===== src/hw/rtl/olar_pkg.sv =====
// ----------------------------------------------------------------------------
// olar_pkg
// types and constants shared by the ordered list controller and datapath
// ----------------------------------------------------------------------------
package olar_pkg;

  localparam int unsigned OUT_VAL_W = 32;
  localparam int unsigned OCC_W     = 5;
  localparam int unsigned LEN_W     = 5;

  typedef enum logic [1:0] {
    OP_APPEND = 2'd0,
    OP_REMOVE = 2'd1,
    OP_REPORT = 2'd2
  } op_e;

  typedef enum logic [2:0] {
    ST_APPENDED  = 3'd0,
    ST_FULL      = 3'd1,
    ST_REMOVED   = 3'd2,
    ST_NOT_FOUND = 3'd3,
    ST_REPORT    = 3'd4
  } status_e;

  typedef enum logic [1:0] {
    RES_ECHO     = 2'd0,
    RES_EMPTY    = 2'd1,
    RES_DISTINCT = 2'd2
  } res_kind_e;

  typedef struct packed {
    op_e                          opcode;
    logic signed [OUT_VAL_W-1:0]  item_value;
  } in_item_t;

  typedef struct packed {
    status_e                      status;
    logic signed [OUT_VAL_W-1:0]  entry_value;
    logic        [OCC_W-1:0]      occurrences;
    logic        [LEN_W-1:0]      list_length;
    logic                         last_result;
  } out_item_t;

  // controller to datapath
  typedef struct packed {
    logic      capture;
    logic      ent_wr_append;
    logic      ent_wr_shift;
    logic      ent_rd_next;
    logic      ptr_inc;
    logic      cnt_inc;
    logic      cnt_dec;
    logic      cur_load;
    logic      j_clr;
    logic      j_inc;
    logic      dst_wr_new;
    logic      dst_wr_inc;
    logic      emit;
    res_kind_e res_kind;
    status_e   res_status;
  } cmd_t;

  // datapath to controller
  typedef struct packed {
    logic full;
    logic cnt_zero;
    logic ptr_at_cnt;
    logic ptr_next_at_cnt;
    logic ent_match;
    logic j_at_nd;
    logic dst_match;
    logic j_last;
    logic out_free;
  } sts_t;

endpackage


===== src/hw/rtl/olar_ctrl.sv =====
// ----------------------------------------------------------------------------
// olar_ctrl
// sequencer for append, remove-and-shift and distinct-count report
// ----------------------------------------------------------------------------
module olar_ctrl
  import olar_pkg::*;
(
  input  logic clk_i,
  input  logic rst_ni,
  input  logic in_valid_i,
  input  op_e  in_opcode_i,
  input  sts_t sts_i,
  output logic in_stall_o,
  output cmd_t cmd_o
);

  typedef enum logic [3:0] {
    S_IDLE,
    S_APPEND,
    S_RM_RD,
    S_RM_CHK,
    S_SH_RD,
    S_SH_WR,
    S_EMIT,
    S_EMPTY,
    S_RP_ENT_RD,
    S_RP_ENT_WAIT,
    S_RP_DST_RD,
    S_RP_DST_CHK,
    S_RP_NEXT,
    S_RP_OUT_RD,
    S_RP_OUT_EMIT
  } state_e;

  state_e  state_q, state_d;
  status_e status_q, status_d;

  always_comb begin
    state_d  = state_q;
    status_d = status_q;
    cmd_o    = '0;
    cmd_o.res_kind   = RES_ECHO;
    cmd_o.res_status = status_q;
    unique case (state_q)
      S_IDLE: begin
        if (in_valid_i) begin
          cmd_o.capture = 1'b1;
          unique case (in_opcode_i)
            OP_APPEND: state_d = S_APPEND;
            OP_REMOVE: state_d = S_RM_RD;
            OP_REPORT: state_d = sts_i.cnt_zero ? S_EMPTY : S_RP_ENT_RD;
            default:   state_d = S_IDLE;
          endcase
        end
      end
      S_APPEND: begin
        if (sts_i.full) begin
          status_d = ST_FULL;
        end else begin
          cmd_o.ent_wr_append = 1'b1;
          cmd_o.cnt_inc       = 1'b1;
          status_d            = ST_APPENDED;
        end
        state_d = S_EMIT;
      end
      S_RM_RD: begin
        if (sts_i.ptr_at_cnt) begin
          status_d = ST_NOT_FOUND;
          state_d  = S_EMIT;
        end else begin
          state_d = S_RM_CHK;
        end
      end
      S_RM_CHK: begin
        if (sts_i.ent_match) begin
          state_d = S_SH_RD;
        end else begin
          cmd_o.ptr_inc = 1'b1;
          state_d       = S_RM_RD;
        end
      end
      S_SH_RD: begin
        cmd_o.ent_rd_next = 1'b1;
        if (sts_i.ptr_next_at_cnt) begin
          cmd_o.cnt_dec = 1'b1;
          status_d      = ST_REMOVED;
          state_d       = S_EMIT;
        end else begin
          state_d = S_SH_WR;
        end
      end
      S_SH_WR: begin
        cmd_o.ent_wr_shift = 1'b1;
        cmd_o.ptr_inc      = 1'b1;
        state_d            = S_SH_RD;
      end
      S_EMIT: begin
        if (sts_i.out_free) begin
          cmd_o.emit = 1'b1;
          state_d    = S_IDLE;
        end
      end
      S_EMPTY: begin
        cmd_o.res_kind   = RES_EMPTY;
        cmd_o.res_status = ST_REPORT;
        if (sts_i.out_free) begin
          cmd_o.emit = 1'b1;
          state_d    = S_IDLE;
        end
      end
      S_RP_ENT_RD: begin
        state_d = S_RP_ENT_WAIT;
      end
      S_RP_ENT_WAIT: begin
        cmd_o.cur_load = 1'b1;
        cmd_o.j_clr    = 1'b1;
        state_d        = S_RP_DST_RD;
      end
      S_RP_DST_RD: begin
        if (sts_i.j_at_nd) begin
          cmd_o.dst_wr_new = 1'b1;
          cmd_o.ptr_inc    = 1'b1;
          state_d          = S_RP_NEXT;
        end else begin
          state_d = S_RP_DST_CHK;
        end
      end
      S_RP_DST_CHK: begin
        if (sts_i.dst_match) begin
          cmd_o.dst_wr_inc = 1'b1;
          cmd_o.ptr_inc    = 1'b1;
          state_d          = S_RP_NEXT;
        end else begin
          cmd_o.j_inc = 1'b1;
          state_d     = S_RP_DST_RD;
        end
      end
      S_RP_NEXT: begin
        if (sts_i.ptr_at_cnt) begin
          cmd_o.j_clr = 1'b1;
          state_d     = S_RP_OUT_RD;
        end else begin
          state_d = S_RP_ENT_RD;
        end
      end
      S_RP_OUT_RD: begin
        state_d = S_RP_OUT_EMIT;
      end
      S_RP_OUT_EMIT: begin
        cmd_o.res_kind   = RES_DISTINCT;
        cmd_o.res_status = ST_REPORT;
        if (sts_i.out_free) begin
          cmd_o.emit = 1'b1;
          if (sts_i.j_last) begin
            state_d = S_IDLE;
          end else begin
            cmd_o.j_inc = 1'b1;
            state_d     = S_RP_OUT_RD;
          end
        end
      end
      default: state_d = S_IDLE;
    endcase
  end

  always_ff @(posedge clk_i or negedge rst_ni) begin
    if (!rst_ni) begin
      state_q  <= S_IDLE;
      status_q <= ST_APPENDED;
    end else begin
      state_q  <= state_d;
      status_q <= status_d;
    end
  end

  assign in_stall_o = (state_q != S_IDLE);

endmodule


===== src/hw/rtl/olar_dp.sv =====
// ----------------------------------------------------------------------------
// olar_dp
// entry store, distinct table, counters, comparators and result register
// ----------------------------------------------------------------------------
module olar_dp
  import olar_pkg::*;
#(
  parameter int unsigned DEPTH      = 16,
  parameter int unsigned VALUE_BITS = 32
) (
  input  logic      clk_i,
  input  logic      rst_ni,
  input  in_item_t  in_data_i,
  input  cmd_t      cmd_i,
  input  logic      out_stall_i,
  output sts_t      sts_o,
  output logic      out_valid_o,
  output out_item_t out_data_o
);

  localparam int unsigned IDX_W = $clog2(DEPTH);
  localparam int unsigned CNT_W = $clog2(DEPTH + 1);

  typedef logic [VALUE_BITS-1:0] val_t;
  typedef logic [CNT_W-1:0]      cnt_t;

  typedef struct packed {
    cnt_t occ;
    val_t value;
  } dst_entry_t;

  val_t       ent_mem [DEPTH];
  dst_entry_t dst_mem [DEPTH];

  val_t       val_q;
  val_t       cur_q;
  val_t       ent_rd_q;
  dst_entry_t dst_rd_q;
  cnt_t       count_q, count_d;
  cnt_t       ptr_q, ptr_d;
  cnt_t       j_q, j_d;
  cnt_t       nd_q, nd_d;
  cnt_t       ptr_nx;
  cnt_t       j_nx;
  logic       out_valid_q, out_valid_d;
  out_item_t  out_data_q, out_data_d;

  logic            ent_we;
  logic [IDX_W-1:0] ent_waddr;
  val_t            ent_wdata;
  logic [IDX_W-1:0] ent_raddr;
  logic            dst_we;
  logic [IDX_W-1:0] dst_waddr;
  dst_entry_t      dst_wdata;

  function automatic logic [OUT_VAL_W-1:0] to_out(val_t v);
    return OUT_VAL_W'(v);
  endfunction

  assign ptr_nx = ptr_q + cnt_t'(1);
  assign j_nx   = j_q + cnt_t'(1);

  // entry store ports
  assign ent_we    = cmd_i.ent_wr_append | cmd_i.ent_wr_shift;
  assign ent_waddr = cmd_i.ent_wr_append ? count_q[IDX_W-1:0] : ptr_q[IDX_W-1:0];
  assign ent_wdata = cmd_i.ent_wr_append ? val_q : ent_rd_q;
  assign ent_raddr = cmd_i.ent_rd_next ? ptr_nx[IDX_W-1:0] : ptr_q[IDX_W-1:0];

  always_ff @(posedge clk_i) begin
    if (ent_we) begin
      ent_mem[ent_waddr] <= ent_wdata;
    end
    ent_rd_q <= ent_mem[ent_raddr];
  end

  // distinct table ports
  assign dst_we    = cmd_i.dst_wr_new | cmd_i.dst_wr_inc;
  assign dst_waddr = cmd_i.dst_wr_new ? nd_q[IDX_W-1:0] : j_q[IDX_W-1:0];
  always_comb begin
    if (cmd_i.dst_wr_new) begin
      dst_wdata.occ   = cnt_t'(1);
      dst_wdata.value = cur_q;
    end else begin
      dst_wdata.occ   = dst_rd_q.occ + cnt_t'(1);
      dst_wdata.value = dst_rd_q.value;
    end
  end

  always_ff @(posedge clk_i) begin
    if (dst_we) begin
      dst_mem[dst_waddr] <= dst_wdata;
    end
    dst_rd_q <= dst_mem[j_q[IDX_W-1:0]];
  end

  // counters
  always_comb begin
    count_d = count_q;
    ptr_d   = ptr_q;
    j_d     = j_q;
    nd_d    = nd_q;
    if (cmd_i.cnt_inc) begin
      count_d = count_q + cnt_t'(1);
    end else if (cmd_i.cnt_dec) begin
      count_d = count_q - cnt_t'(1);
    end
    if (cmd_i.capture) begin
      ptr_d = '0;
      nd_d  = '0;
    end else begin
      if (cmd_i.ptr_inc) begin
        ptr_d = ptr_nx;
      end
      if (cmd_i.dst_wr_new) begin
        nd_d = nd_q + cnt_t'(1);
      end
    end
    if (cmd_i.j_clr) begin
      j_d = '0;
    end else if (cmd_i.j_inc) begin
      j_d = j_nx;
    end
  end

  always_ff @(posedge clk_i or negedge rst_ni) begin
    if (!rst_ni) begin
      count_q <= '0;
      ptr_q   <= '0;
      j_q     <= '0;
      nd_q    <= '0;
    end else begin
      count_q <= count_d;
      ptr_q   <= ptr_d;
      j_q     <= j_d;
      nd_q    <= nd_d;
    end
  end

  // operand and current entry
  always_ff @(posedge clk_i) begin
    if (cmd_i.capture) begin
      val_q <= VALUE_BITS'($unsigned(in_data_i.item_value));
    end
    if (cmd_i.cur_load) begin
      cur_q <= ent_rd_q;
    end
  end

  // status
  assign sts_o.full            = (count_q == cnt_t'(DEPTH));
  assign sts_o.cnt_zero        = (count_q == '0);
  assign sts_o.ptr_at_cnt      = (ptr_q == count_q);
  assign sts_o.ptr_next_at_cnt = (ptr_nx == count_q);
  assign sts_o.ent_match       = (ent_rd_q == val_q);
  assign sts_o.j_at_nd         = (j_q == nd_q);
  assign sts_o.dst_match       = (dst_rd_q.value == cur_q);
  assign sts_o.j_last          = (j_nx == nd_q);
  assign sts_o.out_free        = !out_valid_q || !out_stall_i;

  // result register
  always_comb begin
    out_data_d             = out_data_q;
    out_data_d.status      = cmd_i.res_status;
    out_data_d.list_length = LEN_W'(count_q);
    case (cmd_i.res_kind)
      RES_DISTINCT: begin
        out_data_d.entry_value = to_out(dst_rd_q.value);
        out_data_d.occurrences = OCC_W'(dst_rd_q.occ);
        out_data_d.last_result = (j_nx == nd_q);
      end
      RES_EMPTY: begin
        out_data_d.entry_value = '0;
        out_data_d.occurrences = '0;
        out_data_d.last_result = 1'b1;
      end
      default: begin
        out_data_d.entry_value = to_out(val_q);
        out_data_d.occurrences = '0;
        out_data_d.last_result = 1'b1;
      end
    endcase
  end

  always_comb begin
    out_valid_d = out_valid_q;
    if (cmd_i.emit) begin
      out_valid_d = 1'b1;
    end else if (!out_stall_i) begin
      out_valid_d = 1'b0;
    end
  end

  always_ff @(posedge clk_i or negedge rst_ni) begin
    if (!rst_ni) begin
      out_valid_q <= 1'b0;
    end else begin
      out_valid_q <= out_valid_d;
    end
  end

  always_ff @(posedge clk_i) begin
    if (cmd_i.emit) begin
      out_data_q <= out_data_d;
    end
  end

  assign out_valid_o = out_valid_q;
  assign out_data_o  = out_data_q;

endmodule


===== src/hw/rtl/ordered_list_append_remove_report.sv =====
// append: the operand is captured and, unless the list is full, written behind the last
// entry; remove: a scan of the entry store for the first match, then a read/write shift
// report: each entry is searched for in the distinct table entry by entry, then one
// result per distinct value is emitted; one item in flight at a time
// reset clears the entry count and all control; the stores need no clearing
// ----------------------------------------------------------------------------
// ordered_list_append_remove_report
// ordered list of signed values with append, remove first match and a report
// of distinct values with their occurrence counts
// ----------------------------------------------------------------------------
module ordered_list_append_remove_report
  import olar_pkg::*;
#(
  parameter int unsigned DEPTH      = 16,
  parameter int unsigned VALUE_BITS = 32
) (
  input  logic      clk_i,
  input  logic      rst_ni,
  input  logic      in_valid_i,
  output logic      in_stall_o,
  input  in_item_t  in_data_i,
  output logic      out_valid_o,
  input  logic      out_stall_i,
  output out_item_t out_data_o
);

  cmd_t cmd;
  sts_t sts;

  olar_ctrl u_ctrl (
    .clk_i       (clk_i),
    .rst_ni      (rst_ni),
    .in_valid_i  (in_valid_i),
    .in_opcode_i (in_data_i.opcode),
    .sts_i       (sts),
    .in_stall_o  (in_stall_o),
    .cmd_o       (cmd)
  );

  olar_dp #(
    .DEPTH      (DEPTH),
    .VALUE_BITS (VALUE_BITS)
  ) u_dp (
    .clk_i       (clk_i),
    .rst_ni      (rst_ni),
    .in_data_i   (in_data_i),
    .cmd_i       (cmd),
    .out_stall_i (out_stall_i),
    .sts_o       (sts),
    .out_valid_o (out_valid_o),
    .out_data_o  (out_data_o)
  );

endmodule

===== config.mk =====
export PLATFORM = sky130hd
export DESIGN_NAME = ordered_list_append_remove_report
export DESIGN_NICKNAME = d
export VERILOG_FILES = /design/src/hw/rtl/olar_pkg.sv /design/src/hw/rtl/olar_ctrl.sv /design/src/hw/rtl/olar_dp.sv /design/src/hw/rtl/ordered_list_append_remove_report.sv
export SDC_FILE = /design/constraint.sdc
export NUM_CORES = 2
export LEC_CHECK = 0
export BUFFER_PORTS_ARGS = -buffer_cell sky130_fd_sc_hd__buf_2
export CORE_MARGIN = 3
export CORE_UTILIZATION = 57
export CTS_BUF_LIST = sky130_fd_sc_hd__clkbuf_16
export DETAILED_ROUTE_END_ITERATION = 16
export GPL_ROUTABILITY_DRIVEN = 0
export PLACE_DENSITY = 0.7
export SLEW_MARGIN = 20
export SYNTH_ARGS = -nofsm -noshare
export SYNTH_HDL_FRONTEND = slang
export SYNTH_SLANG_ARGS = --single-unit
export TNS_END_PERCENT = 1

===== constraint.sdc =====
create_clock -name clk_i -period 6.6 [get_ports clk_i]
set_input_delay 0.66 -clock clk_i [delete_from_list [all_inputs] [get_ports clk_i]]
set_output_delay 0.66 -clock clk_i [all_outputs]
set_load 0.01 [all_outputs]

==> results.cfg <==
[synth]
synth_top_family_by_area = multiplexers
synth_top_area_frac = 0.7239
synth-seq-area-share = 0.7648
yosys_warnings = 0
yosys.area_share.simple = 0.02922
ys_top_cells_by_area = edfxtp_1 72%, mux4_2 15%, dfxtp_1 2.7%
synth.ff_latch_count = 1310
synth_compound_area_frac = 0.009889
synth_fa_ha_area_frac = 0.002634
synthArstFlopShare = 0.02061
syn_area_per_cell_um2 = 21.38
synth_xor_area_frac = 0.01652
synth_enable_flop_cells = 1214
syn_nets = 2403
synth_ff_type = edfxtp_1
synth_top_cell_by_area = edfxtp_1
synthMuxAreaShare = 0.1639
yosysUniqueCellTypes = 54
syn_area_um2 = 50360
netlist_instances = 2355

[detailed_routing]
viasPerCell = 6.387
drt_iter0_drc = 2833
wl_per_cell_um = 29.99
wl_um = 113300
postRouteAntennaNets = 0
drtPass1Iterations = 8
drcViolationCount = 0
via_count = 24130

[sta]
final_max_slew_viol_count = 0
whs_ps = 117.7
fmaxAchievable_mhz = 243.9
slew_headroom = 0.2369
finalSetupTns_ps = 0
rsz0062_at_grt = false
tightest_slew_ps = 1145
hold_viol_final = 0
period_share = 0.6211
setup_viol = 0
period_minus_slack_ps = 4099
skew_ps = 26.62

[cts]
root_buffer = clkbuf_16
numCtsBuffers = 130
cts_max_path_buffers = 3
insertion_delay_ps = 720
numClockSinks = 1310
cts_resized = 0
cts_tree = done
clkTransAtPathRegs_ps = 60
h-tree-depth = 4

[setup_path]
r2r_slack_ps = 2500
r2r-end = u_dp.dst_mem[8][33]
crit_fanout = 49
crit_type = reg2reg
rr_startpoint = u_dp.j_q[1]
r2r_cells = 9
start_kind = flop
crit_arrival_ps = 4420
cp-end-kind = flop
cp.required_ps = 6920

[cells_and_area]
final_cell_mix = 1214 x edfxtp_1, 345 x mux4_2, 137 x clkbuf_16
n_fill_cell = 5608
drive_above_1_share = 0.2858
multi_input_area_um2 = 11490
regArea_um2 = 38520
layout_commonest_cell = edfxtp_1
final_nets = 2565
area_growth_pct = 12.60

[floorplanning]
core_area_um2 = 87160
ioPinCount = 86
start_util = 0.5778
rows = 108
dieArea_um2 = 91950
die_w_um = 303.2
fp.dieH_um = 303.2

[place]
dp_hpwl_um = 66490
port_buffers = 85

[global_routing]
grt_pass1_wl_um = 167400
globalRouteOverflowTotal = 0
track_usage = 0.2548
grt_antenna_before_repair = 5
first_global_vias = 24720
grt_max_degree = 129

[run_status]
run_status = completed

[pwr]
power_leakage_nw = 18.40
ir_drop_mv = 0.3359
power.density_nw_per_um2 = 443.8

[worst_hold_path]
min_to = u_dp.val_q[22]
min_path_type = in2reg
hold_depth = 1
worstHoldStart = in_data_i[22]

[job]
drv_cap = 0
==> per-layer routing <==
layer	track usage	share of wire	vias to the layer above
met5	0	0	-
met4	0.08863	0.030	0
met3	0.04402	0.080	221
met2	0.4108	0.50	1150
met1	0.3596	0.39	12790
li1	-	-	9964
==> flip-flops by register name, indices dropped and copies added, names as in the netlist <==
signal,flops
u_ctrl.status_q,2
u_dp.ent_rd_q,32
u_dp.count_q,5
u_dp.out_valid_o,1
u_dp.cur_q,32
u_dp.ptr_q,5
u_dp.ent_mem,512
u_dp.dst_rd_q,37
u_dp.out_data_o,46
u_ctrl.state_q,4
u_dp.nd_q,5
u_dp.j_q,5
u_dp.dst_mem,592
u_dp.val_q,32
==> cell families (layout without fill, tap and decap cells) <==
family | count (synthesis) | count (layout)
flip-flops | 1310 | 1310
multiplexers | 389 | 389
adder cells (fa/ha/maj) | 10 | 10
other | 0 | 1
XOR/XNOR | 95 | 95
buffers and inverters | 160 | 426
AND/OR/NAND/NOR | 310 | 310
AO/OA/AOI/OAI | 81 | 81
==> power by group <==
| group | internal [mW] | leakage (nW) | switching, mW |
|---|---|---|---|
| registers | 11.0 | 11.9 | 0.676 |
| logic | 2.65 | 4.40 | 3.74 |
| clock network | 4.13 | 2.15 | 2.97 |
==> repair_timing <==
item,CTS,global route
endpoints found under the hold margin,27,0
hold buffers,1,0
setup buffers,0,0
==> worst max-delay path by stage <==
stage                startpoint                   to  slack, ps  cells after the start
floorplan           u_dp.j_q[3]   u_dp.dst_mem[0][0]        720                      6
global placement    u_dp.j_q[1]  u_dp.dst_mem[9][32]       2410                      9
detailed placement  u_dp.j_q[1]   u_dp.dst_mem[8][6]       2540                      9
CTS                 u_dp.j_q[1]  u_dp.dst_mem[8][35]       2480                      9
global route        u_dp.j_q[1]  u_dp.dst_mem[8][33]       2200                      9
finish              u_dp.j_q[1]  u_dp.dst_mem[8][33]       2500                      9
==> layout make-up <==
cell class              count  share of cell area
multi-input cells         885              0.2026
repair buffers            147             0.01708
clock buffers             137             0.06046
diodes                      1          0.00004413
inverters                  43            0.002846
clock inverters            99             0.01211
flip-flops and latches   1310              0.6794
well taps                1155             0.02549
==> through the flow <==
step	area, um^2	worst slack (ps)	instances	power [mW]	util
detailed placement	52570	2536	3539	18.22	0.6031
floorplan	50360	720.3	2355	16.06	-
CTS	56690	2483	3776	25.31	0.6505
finish	56700	2501	3777	25.16	0.6506
global placement	52510	2407	3536	18.01	0.6025
global route	56700	2201	3776	26.13	0.6505
==> worst max-delay path, stage by stage (launching register included) <==
cell and delay, ps:
dfrtp_4 930, xor2_1 160, nor2_1 150, nand4_1 160
nor3_2 140, buf_4 430, nor2_1 100, buf_4 230
nor3b_1 400, and2_2 950
==> cell usage after synthesis (12+ instances only) <==
cell type and number:
inv_1 42, nor3_1 12, mux2_2 33, mux4_2 345, buf_1 20, clkbuf_1 76, nor4_1 21, nand2_1 126
edfxtp_1 1214, dfrtp_1 27, dfxtp_1 69, o21ai_0 38, xor2_1 50, nor2_1 48, xnor2_1 45, nand4_1 16
and2_1 12, nand3_1 39
Note: power is estimated with default switching activity, not from simulation.
